## config.mk

```make
export PLATFORM = sky130hd
export DESIGN_NAME = mouse_motion_pacer
export DESIGN_NICKNAME = d
export VERILOG_FILES = /design/src/rtl/core/mmp_pkg.sv /design/src/rtl/core/mmp_axis.sv /design/src/rtl/core/mmp_datapath.sv /design/src/rtl/core/mouse_motion_pacer.sv
export SDC_FILE = /design/constraint.sdc
export NUM_CORES = 1
export LEC_CHECK = 0
export BUFFER_PORTS_ARGS = -buffer_cell sky130_fd_sc_hd__buf_2
export CAP_MARGIN = 20
export CORE_UTILIZATION = 50
export CTS_CLUSTER_DIAMETER = 100
export DETAILED_ROUTE_END_ITERATION = 8
export PLACE_DENSITY = 0.75
export SLEW_MARGIN = 0
export SYNTH_ARGS = -nofsm -noshare
export SYNTH_HDL_FRONTEND = slang
export SYNTH_HIERARCHICAL = 1
export SYNTH_SLANG_ARGS = --single-unit
```

## constraint.sdc

```tcl
create_clock -name clk -period 9.95 [get_ports clk]
set_input_delay 0.4975 -clock clk [delete_from_list [all_inputs] [get_ports clk]]
set_output_delay 0.4975 -clock clk [all_outputs]
set_load 0.01 [all_outputs]
```

## src/rtl/core/mmp_pkg.sv

```systemverilog
// ----------------------------------------------------------------------------
// mmp_pkg
// Shared types, op codes and constants of the mouse motion pacer.
// ----------------------------------------------------------------------------
package mmp_pkg;

  localparam logic [2:0] OP_MOVE       = 3'd0;
  localparam logic [2:0] OP_WARP       = 3'd1;
  localparam logic [2:0] OP_BUTTON     = 3'd2;
  localparam logic [2:0] OP_PEEK       = 3'd3;
  localparam logic [2:0] OP_SYNC       = 3'd4;
  localparam logic [2:0] OP_SOFT_RESET = 3'd5;

  localparam int STALL_LIMIT_DEFAULT = 30;

  localparam logic signed [10:0] HOME_X_LOAD = -11'sd768;
  localparam logic signed [10:0] HOME_Y_LOAD = -11'sd480;
  localparam logic signed [11:0] MAX_COL     = 12'sd639;
  localparam logic signed [11:0] MAX_ROW     = 12'sd399;
  localparam logic [6:0]         ROOM_SLOW   = 7'd15;
  localparam logic [6:0]         ROOM_FAST   = 7'd127;
  localparam logic signed [16:0] BYPASS_ROOM = 17'sd32767;
  localparam logic signed [16:0] SAT_MAX     = 17'sd32767;
  localparam logic signed [16:0] SAT_MIN     = -17'sd32768;

  localparam logic [7:0] BTN_RESET     = 8'ha0;
  localparam logic [7:0] BTN_PRIMARY   = 8'h80;
  localparam logic [7:0] BTN_SECONDARY = 8'h20;

  typedef struct packed {
    logic [2:0]          op;
    logic signed [15:0]  delta_x;
    logic signed [15:0]  delta_y;
    logic signed [11:0]  target_x;
    logic signed [11:0]  target_y;
    logic [31:0]         warp_tag;
    logic                button_sel;
    logic                button_down;
    logic signed [7:0]   held_x;
    logic signed [7:0]   held_y;
  } mmp_in_t;

  typedef struct packed {
    logic signed [15:0] step_x;
    logic signed [15:0] step_y;
    logic [7:0]         button_bits;
    logic [31:0]        warp_done_tag;
  } mmp_out_t;

  typedef struct packed {
    logic signed [15:0] step;
    logic signed [10:0] home;
    logic               homing;
    logic signed [15:0] pending;
  } mmp_axis_t;

  function automatic logic signed [15:0] sat16(input logic signed [16:0] v);
    logic signed [15:0] r;
    if (v > SAT_MAX) begin
      r = 16'sh7fff;
    end else if (v < SAT_MIN) begin
      r = -16'sh8000;
    end else begin
      r = v[15:0];
    end
    return r;
  endfunction

endpackage

```

## src/rtl/core/mmp_axis.sv

```systemverilog
// ----------------------------------------------------------------------------
// mmp_axis
// One axis of a sync step: latch room, source choice, clamped step and the
// updated home, homing and pending values.
// ----------------------------------------------------------------------------
module mmp_axis (
  input  logic signed [15:0] pending,
  input  logic signed [10:0] home,
  input  logic               homing,
  input  logic signed [7:0]  held,
  input  logic               slow_mode,
  input  logic               bypass,
  output mmp_pkg::mmp_axis_t result
);
  import mmp_pkg::*;

  logic [7:0]         mag;
  logic signed [8:0]  room_small;
  logic signed [16:0] room;
  logic signed [16:0] src;
  logic signed [16:0] st;
  logic               use_home;
  logic               hold;

  always_comb begin
    mag        = held[7] ? 8'(~held + 8'sd1) : 8'(held);
    room_small = $signed({2'b00, (slow_mode ? ROOM_SLOW : ROOM_FAST)}) - $signed({1'b0, mag});
    room       = bypass ? BYPASS_ROOM : 17'(room_small);
    use_home   = (home != 11'sd0);
    hold       = !use_home && homing && (held != 8'sd0) && !bypass;
    src        = use_home ? 17'(home) : 17'(pending);
    st         = '0;

    result.step    = '0;
    result.home    = home;
    result.homing  = homing;
    result.pending = pending;

    if (!use_home && !hold) begin
      result.homing = 1'b0;
    end
    if (!hold && (room > 17'sd0) && (src != 17'sd0)) begin
      if (src > room) begin
        st = room;
      end else if (src < -room) begin
        st = -room;
      end else begin
        st = src;
      end
      result.step = st[15:0];
      if (use_home) begin
        result.home = home - st[10:0];
      end else begin
        result.pending = pending - st[15:0];
      end
    end
  end

endmodule

```

## src/rtl/core/mmp_datapath.sv

```systemverilog
// ----------------------------------------------------------------------------
// mmp_datapath
// Pacer state and the single-pass update for one transaction.
// ----------------------------------------------------------------------------
module mmp_datapath #(
  parameter int STALL_LIMIT = mmp_pkg::STALL_LIMIT_DEFAULT
) (
  input  logic              clk,
  input  logic              rst,
  input  logic              go,
  input  mmp_pkg::mmp_in_t  item,
  input  logic              slow_mode,
  output mmp_pkg::mmp_out_t result
);
  import mmp_pkg::*;

  localparam int StallW = $clog2(STALL_LIMIT + 1);
  localparam logic [StallW-1:0] StallMax = StallW'(STALL_LIMIT);

  logic signed [15:0] count_x, count_x_next;
  logic signed [15:0] count_y, count_y_next;
  logic signed [10:0] home_x, home_x_next;
  logic signed [10:0] home_y, home_y_next;
  logic               seek_x, seek_x_next;
  logic               seek_y, seek_y_next;
  logic [StallW-1:0]  stall, stall_next;
  logic [31:0]        warp_gen, warp_gen_next;
  logic [31:0]        completed_gen, completed_gen_next;
  logic [7:0]         button, button_next;

  logic               bypass;
  mmp_axis_t          ax_x;
  mmp_axis_t          ax_y;
  logic signed [16:0] sum_x, sum_y, peek_x, peek_y;
  logic signed [11:0] tx, ty;
  logic [7:0]         bit_sel;
  logic               work;
  logic               held_any;
  logic               moved;

  assign bypass = (stall >= StallMax);

  mmp_axis u_axis_x (
    .pending   (count_x),
    .home      (home_x),
    .homing    (seek_x),
    .held      (item.held_x),
    .slow_mode (slow_mode),
    .bypass    (bypass),
    .result    (ax_x)
  );

  mmp_axis u_axis_y (
    .pending   (count_y),
    .home      (home_y),
    .homing    (seek_y),
    .held      (item.held_y),
    .slow_mode (slow_mode),
    .bypass    (bypass),
    .result    (ax_y)
  );

  always_comb begin
    count_x_next       = count_x;
    count_y_next       = count_y;
    home_x_next        = home_x;
    home_y_next        = home_y;
    seek_x_next        = seek_x;
    seek_y_next        = seek_y;
    stall_next         = stall;
    warp_gen_next      = warp_gen;
    completed_gen_next = completed_gen;
    button_next        = button;
    result.step_x      = '0;
    result.step_y      = '0;

    sum_x    = 17'(count_x) + 17'(item.delta_x);
    sum_y    = 17'(count_y) + 17'(item.delta_y);
    peek_x   = 17'(home_x) + 17'(count_x);
    peek_y   = 17'(home_y) + 17'(count_y);
    bit_sel  = item.button_sel ? BTN_PRIMARY : BTN_SECONDARY;
    held_any = (item.held_x != 8'sd0) || (item.held_y != 8'sd0);
    work     = (ax_x.home != 11'sd0) || (ax_y.home != 11'sd0) ||
               (ax_x.pending != 16'sd0) || (ax_y.pending != 16'sd0) ||
               ax_x.homing || ax_y.homing;
    moved    = (ax_x.step != 16'sd0) || (ax_y.step != 16'sd0);

    if (item.target_x < 12'sd0) begin
      tx = 12'sd0;
    end else if (item.target_x > MAX_COL) begin
      tx = MAX_COL;
    end else begin
      tx = item.target_x;
    end
    if (item.target_y < 12'sd0) begin
      ty = 12'sd0;
    end else if (item.target_y > MAX_ROW) begin
      ty = MAX_ROW;
    end else begin
      ty = item.target_y;
    end

    case (item.op)
      OP_MOVE: begin
        count_x_next = sat16(sum_x);
        count_y_next = sat16(sum_y);
      end
      OP_WARP: begin
        home_x_next   = HOME_X_LOAD;
        home_y_next   = HOME_Y_LOAD;
        seek_x_next   = 1'b1;
        seek_y_next   = 1'b1;
        count_x_next  = 16'(tx);
        count_y_next  = 16'(ty);
        stall_next    = '0;
        warp_gen_next = item.warp_tag;
      end
      OP_BUTTON: begin
        if (item.button_down) begin
          button_next = button & ~bit_sel;
        end else begin
          button_next = button | bit_sel;
        end
      end
      OP_PEEK: begin
        result.step_x = sat16(peek_x);
        result.step_y = sat16(peek_y);
      end
      OP_SYNC: begin
        home_x_next   = ax_x.home;
        home_y_next   = ax_y.home;
        seek_x_next   = ax_x.homing;
        seek_y_next   = ax_y.homing;
        count_x_next  = ax_x.pending;
        count_y_next  = ax_y.pending;
        result.step_x = ax_x.step;
        result.step_y = ax_y.step;
        if (moved || (!work && !held_any)) begin
          stall_next = '0;
        end else if (stall < StallMax) begin
          stall_next = stall + 1'b1;
        end
        if (!work && !moved && (!held_any || (stall_next >= StallMax))) begin
          completed_gen_next = warp_gen;
        end
      end
      OP_SOFT_RESET: begin
        count_x_next       = '0;
        count_y_next       = '0;
        home_x_next        = '0;
        home_y_next        = '0;
        seek_x_next        = 1'b0;
        seek_y_next        = 1'b0;
        stall_next         = '0;
        button_next        = BTN_RESET;
        completed_gen_next = warp_gen;
      end
      default: begin
      end
    endcase

    result.button_bits   = button_next;
    result.warp_done_tag = completed_gen_next;
  end

  always_ff @(posedge clk) begin
    if (rst) begin
      count_x       <= '0;
      count_y       <= '0;
      home_x        <= '0;
      home_y        <= '0;
      seek_x        <= 1'b0;
      seek_y        <= 1'b0;
      stall         <= '0;
      warp_gen      <= '0;
      completed_gen <= '0;
      button        <= BTN_RESET;
    end else if (go) begin
      count_x       <= count_x_next;
      count_y       <= count_y_next;
      home_x        <= home_x_next;
      home_y        <= home_y_next;
      seek_x        <= seek_x_next;
      seek_y        <= seek_y_next;
      stall         <= stall_next;
      warp_gen      <= warp_gen_next;
      completed_gen <= completed_gen_next;
      button        <= button_next;
    end
  end

  a_stall_bound: assert property (@(posedge clk) disable iff (rst) stall <= StallMax)
    else $error("stall count above limit");

  a_home_needs_homing: assert property (@(posedge clk) disable iff (rst)
    ((home_x != 11'sd0) |-> seek_x) and ((home_y != 11'sd0) |-> seek_y))
    else $error("home offset left without homing flag");

  a_home_sign: assert property (@(posedge clk) disable iff (rst)
    (home_x <= 11'sd0) && (home_y <= 11'sd0))
    else $error("home offset became positive");

  a_soft_reset: assert property (@(posedge clk) disable iff (rst)
    (go && (item.op == OP_SOFT_RESET)) |=>
      (button == BTN_RESET) && (stall == '0) && (completed_gen == warp_gen))
    else $error("soft reset did not clear state");

endmodule

```

## src/rtl/core/mouse_motion_pacer.sv

```systemverilog
// ----------------------------------------------------------------------------
// mouse_motion_pacer
// Paces relative mouse motion, warps and button changes toward a guest latch.
// ----------------------------------------------------------------------------
// an accepted transaction waits in the input register until the result
// register can take it; its result is then registered there, raising out_valid
// throughput: one transaction per cycle while the output is not stalled, with
// a combinational state update between the input and result registers
// reset: synchronous rst empties both pipeline registers, clears slow_mode and
// all motion state, and sets the button byte to 0xa0
module mouse_motion_pacer #(
  parameter int STALL_LIMIT = mmp_pkg::STALL_LIMIT_DEFAULT
) (
  input  logic              clk,
  input  logic              rst,
  input  logic              in_valid,
  output logic              in_ready,
  input  mmp_pkg::mmp_in_t  in_data,
  output logic              out_valid,
  input  logic              out_ready,
  output mmp_pkg::mmp_out_t out_data,
  input  logic              cfg_we,
  input  logic              cfg_wdata
);
  import mmp_pkg::*;

  logic     slow_mode;
  logic     s1_valid;
  mmp_in_t  s1_data;
  logic     s1_go;
  logic     o_valid;
  mmp_out_t o_data;
  mmp_out_t dp_result;

  assign s1_go     = s1_valid && (!o_valid || out_ready);
  assign in_ready  = !s1_valid || s1_go;
  assign out_valid = o_valid;
  assign out_data  = o_data;

  mmp_datapath #(
    .STALL_LIMIT (STALL_LIMIT)
  ) u_datapath (
    .clk       (clk),
    .rst       (rst),
    .go        (s1_go),
    .item      (s1_data),
    .slow_mode (slow_mode),
    .result    (dp_result)
  );

  always_ff @(posedge clk) begin
    if (rst) begin
      slow_mode <= 1'b0;
      s1_valid  <= 1'b0;
      o_valid   <= 1'b0;
    end else begin
      if (cfg_we) begin
        slow_mode <= cfg_wdata;
      end
      if (in_ready) begin
        s1_valid <= in_valid;
      end
      if (s1_go) begin
        o_valid <= 1'b1;
      end else if (out_ready) begin
        o_valid <= 1'b0;
      end
    end
  end

  always_ff @(posedge clk) begin
    if (in_valid && in_ready) begin
      s1_data <= in_data;
    end
    if (s1_go) begin
      o_data <= dp_result;
    end
  end

  a_s1_hold: assert property (@(posedge clk) disable iff (rst)
    (s1_valid && !s1_go) |=> (s1_valid && $stable(s1_data)))
    else $error("input stage lost a waiting transaction");

  a_go_fills_out: assert property (@(posedge clk) disable iff (rst)
    s1_go |=> o_valid)
    else $error("processed transaction missing from result register");

  a_reset_empty: assert property (@(posedge clk)
    rst |=> (!s1_valid && !o_valid))
    else $error("pipeline not empty after reset");

endmodule

```

==> reports/results.tsv <==
stage	metric	value	unit
synthesis	synthesized netlist cell count	2584	
sta	final worst path period need	9487	ps
worst_hold_path	Hold WC Path Type	input port to flop	
floorplanning	Die X	214.6	µm
clock_network	CTS sink cnt	317	
clock_network	clock slew at reported path FFs	60	ps
flow_run	max_cap viols	0	
cells_and_area	Area Overhead vs Synth	14.22	%
setup_path	Worst path most repeated cell	ha_1	
sta	Hold WS	98.51	ps
synthesis	sequential-to-total area share from yosys stat	0.3609	
cells_and_area	diodes inserted	0	
global_routing	largest net degree at the start of global routing	81	
placement	placed cell area	0.02423	mm²
route	DRT antenna net count	0	
clock_network	Hold Buf Count CTS	0	
setup_path	Req. time, crit path	10260	ps
clock_network	Bufs on Longest Clock Path	3	
cells_and_area	layout cells sized above 1	0.1675	
setup_path	FF-to-FF setup slack	460	ps
synthesis	#FFs+latches synth	317	
synthesis	Post-synth EDFFs	181	
sta	Hold Violations, Final	0	
route	Residual DRC	0	
setup_path	crit path max fanout	19	
floorplanning	Cell Rows	77	
route	wire per inst	21.63	µm
setup_path	CP max stage cell	edfxtp_1	
power_and_ir_drop	LEAKAGE	10.50	nW
synthesis	Syn. warnings	6	
synthesis	FFs w/ async S/R, synth	0	
global_routing	number of global-route vias before repair	20450	
setup_path	CP Data Arrival Time	9800	ps
sta	Least-Margin Pin Slew	1018	ps
sta	max-slew violation count	0	
global_routing	initial antenna violation count	1	
placement	Buffers on Ports	188	
setup_path	crit path buf inv count	8	
sta	final setup vio count	0	
floorplanning	# IOs	189	
clock_network	CTS buffer count	38	
route	Routed WL	73120	µm
route	1st-iter DRT viols	2644	
synthesis	predominant post-synthesis flop cell	edfxtp_1	
outcome	status	complete, no violations	
floorplanning	core box area	0.04441	mm²
global_routing	Total Routing Usage GR	0.3069	
route	Vias per Instance	6.331	
floorplanning	DIE AREA	0.04606	mm²
global_routing	GR Overflow Total	0	
sta	Slew headroom	0.3201	
setup_path	crit path kind	flop to flop	
sta	final worst path period share	0.9535	
floorplanning	Initial Utilization	0.5089	
route	drt first pass iters	6	
setup_path	Worst Setup End Kind	flop	
cells_and_area	post-route cell area	0.02582	mm²
placement	HPWL after DPL	54600	µm
floorplanning	die height	214.6	µm
global_routing	first-pass GRT wire length	112200	µm
route	Via Count	21400	
placement	GP Congestion	1.009	
clock_network	H-tree levels	2	
setup_path	CP Launch Type	flop	
setup_path	delay-heaviest family, CP	compound AO/OA/AOI/OAI gates	
cells_and_area	layout net count	3042	
power_and_ir_drop	PD cells	202.1	mW/mm²
clock_network	CTS tree	yes	
synthesis	Syn Area/Cell	8.747	µm²
cells_and_area	fillers	3911	
synthesis	Mapped Area	0.02260	mm²
setup_path	Largest stage delay, worst path	470	ps
synthesis	Mapped Nets	2867	
sta	Max Freq	105.4	MHz
power_and_ir_drop	VDD IR-drop max	0.0001205	V
clock_network	Root Driver	clkbuf_16	
sta	Max Clock Skew	25.56	ps
synthesis	Distinct cells, synth	110	
clock_network	Worst-Skew Late Latency	570	ps
-- cell families (layout without fill, tap and decap cells) --
group | Yosys count | in the layout | synth area share
adders and majority gates | 186 | 186 | 0.1032
xor gates and xnor gates | 135 | 135 | 0.05231
AOI/OAI and AO/OA | 742 | 742 | 0.2205
buffers and inverters | 230 | 434 | 0.04141
DFF | 317 | 317 | 0.3609
muxes | 48 | 48 | 0.02331
and+or+nand+nor | 926 | 926 | 0.1984
-- worst register-to-register path, delay by kind of cell (launching register included) --
| family | cells | cell delay [ps] |
|---|---|---|
| compound gates | 13 | 2980 |
| mux | 1 | 350 |
| xor+xnor | 2 | 380 |
| flops | 1 | 470 |
| fa+ha+maj | 6 | 1460 |
| simple gates | 14 | 2600 |
| buf+inv | 8 | 950 |
-- placed cells by master (no fill, tap or decap), types with 42 or more instances in the layout --
| master | n |
|---|---|
| buf_4 | 70 |
| nand3_1 | 61 |
| a21oi_1 | 251 |
| nor2_1 | 211 |
| xnor2_1 | 94 |
| a21o_1 | 42 |
| edfxtp_1 | 181 |
| nand2_1 | 333 |
| buf_2 | 187 |
| ha_1 | 162 |
| o21ai_0 | 135 |
| inv_1 | 104 |
| dfxtp_1 | 136 |
-- registers in the layout, summed over array words and instances, names as in the netlist, 5 cells and up --
signal                    count
u_datapath/count_y           16
u_datapath/button             8
s1_data                     109
u_datapath/home_x            11
u_datapath/warp_gen          32
u_datapath/count_x           16
u_datapath/home_y            11
out_data                     72
u_datapath/completed_gen     32
u_datapath/stall              5
-- through the flow --
step / total power [mW] / setup slack (ps) / util / std cells / TNS, ps
after global placement: 3.607 / 341.0 / 0.5456 / 3294 / 0
after floorplan: 2.980 / 1223 / - / 2584 / 0
after global routing: 5.435 / -79.46 / 0.5813 / 3380 / -521.9
final: 5.216 / 462.9 / 0.5813 / 3380 / 0
after detailed placement: 3.634 / 296.1 / 0.5456 / 3294 / 0
after CTS: 5.108 / 263.5 / 0.5755 / 3363 / 0
-- metal layers --
layer | vias up | GRT usage | share of wire
li1 | 9868 | - | -
met1 | 10200 | 0.4056 | 0.41
met2 | 1113 | 0.4989 | 0.46
met3 | 214 | 0.03887 | 0.078
met4 | 2 | 0.1450 | 0.047
met5 | - | 0 | 0.00018
-- synthesized netlist by cell type, drive strengths merged (8+ instances only) --
cell type,instances,area share
nand2,338,0.057
a21oi,259,0.059
nor2,221,0.038
edfxtp,181,0.24
ha,162,0.090
o21ai,160,0.036
dfxtp,136,0.12
inv,104,0.017
xnor2,95,0.037
clkbuf,93,0.015
nand3,62,0.014
a211oi,43,0.015
a21o,43,0.014
nor3,42,0.011
nor4,41,0.012
xor2,40,0.016
mux2,37,0.018
and2,35,0.010
a221o,32,0.014
buf,32,0.0085
nand2b,29,0.0080
nand4,29,0.0080
nor2b,25,0.0069
nand3b,24,0.0085
o211ai,20,0.0071
a31oi,18,0.0053
maj3,18,0.0082
o21a,18,0.0060
o31ai,18,0.0075
and3,17,0.0047
or4,16,0.0056
a32oi,13,0.0050
or2,12,0.0033
mux2i,11,0.0049
a221oi,10,0.0039
a31o,10,0.0043
or3,10,0.0028
a2111oi,9,0.0066
o21bai,9,0.0030
nor3b,8,0.0027
-- power breakdown --
part	switching (mW)	internal [mW]
Sequential	0.0586	1.45
Clock	0.588	0.877
Combinational	1.43	0.817
Total	2.08	3.14
-- timing repair --
action / CTS / global route
endpoints found under the setup margin: 0 / 69
buffers inserted: 0 / 17
gates resized for setup: 0 / 26
hold endpoints to repair: 0 / 0
-- path summary, 6_finish.rpt --
kind | start | end | cells past startpoint
min reg2reg | u_datapath/completed_gen[13]$_SDFFE_PP0P_ | u_datapath/completed_gen[13]$_SDFFE_PP0P_ | 2
max | s1_data[0]$_DFFE_PP_ | out_data[26]$_DFFE_PP_ | 44
min | in_data[7] | s1_data[7]$_DFFE_PP_ | 1
max reg2reg | s1_data[0]$_DFFE_PP_ | out_data[26]$_DFFE_PP_ | 44
-- layout make-up --
| type | instances | area [µm²] | area share |
|---|---|---|---|
| sequential | 317 | 8158 | 0.3160 |
| timing repair buffer | 260 | 1521 | 0.05893 |
| inverter | 105 | 394.1 | 0.01527 |
| tap | 592 | 740.7 | 0.02869 |
| multi-input combinational | 2037 | 13670 | 0.5296 |
| clock buffer | 47 | 1025 | 0.03969 |
| clock inverter | 22 | 304.0 | 0.01178 |
(Power assumes the default switching activity.)
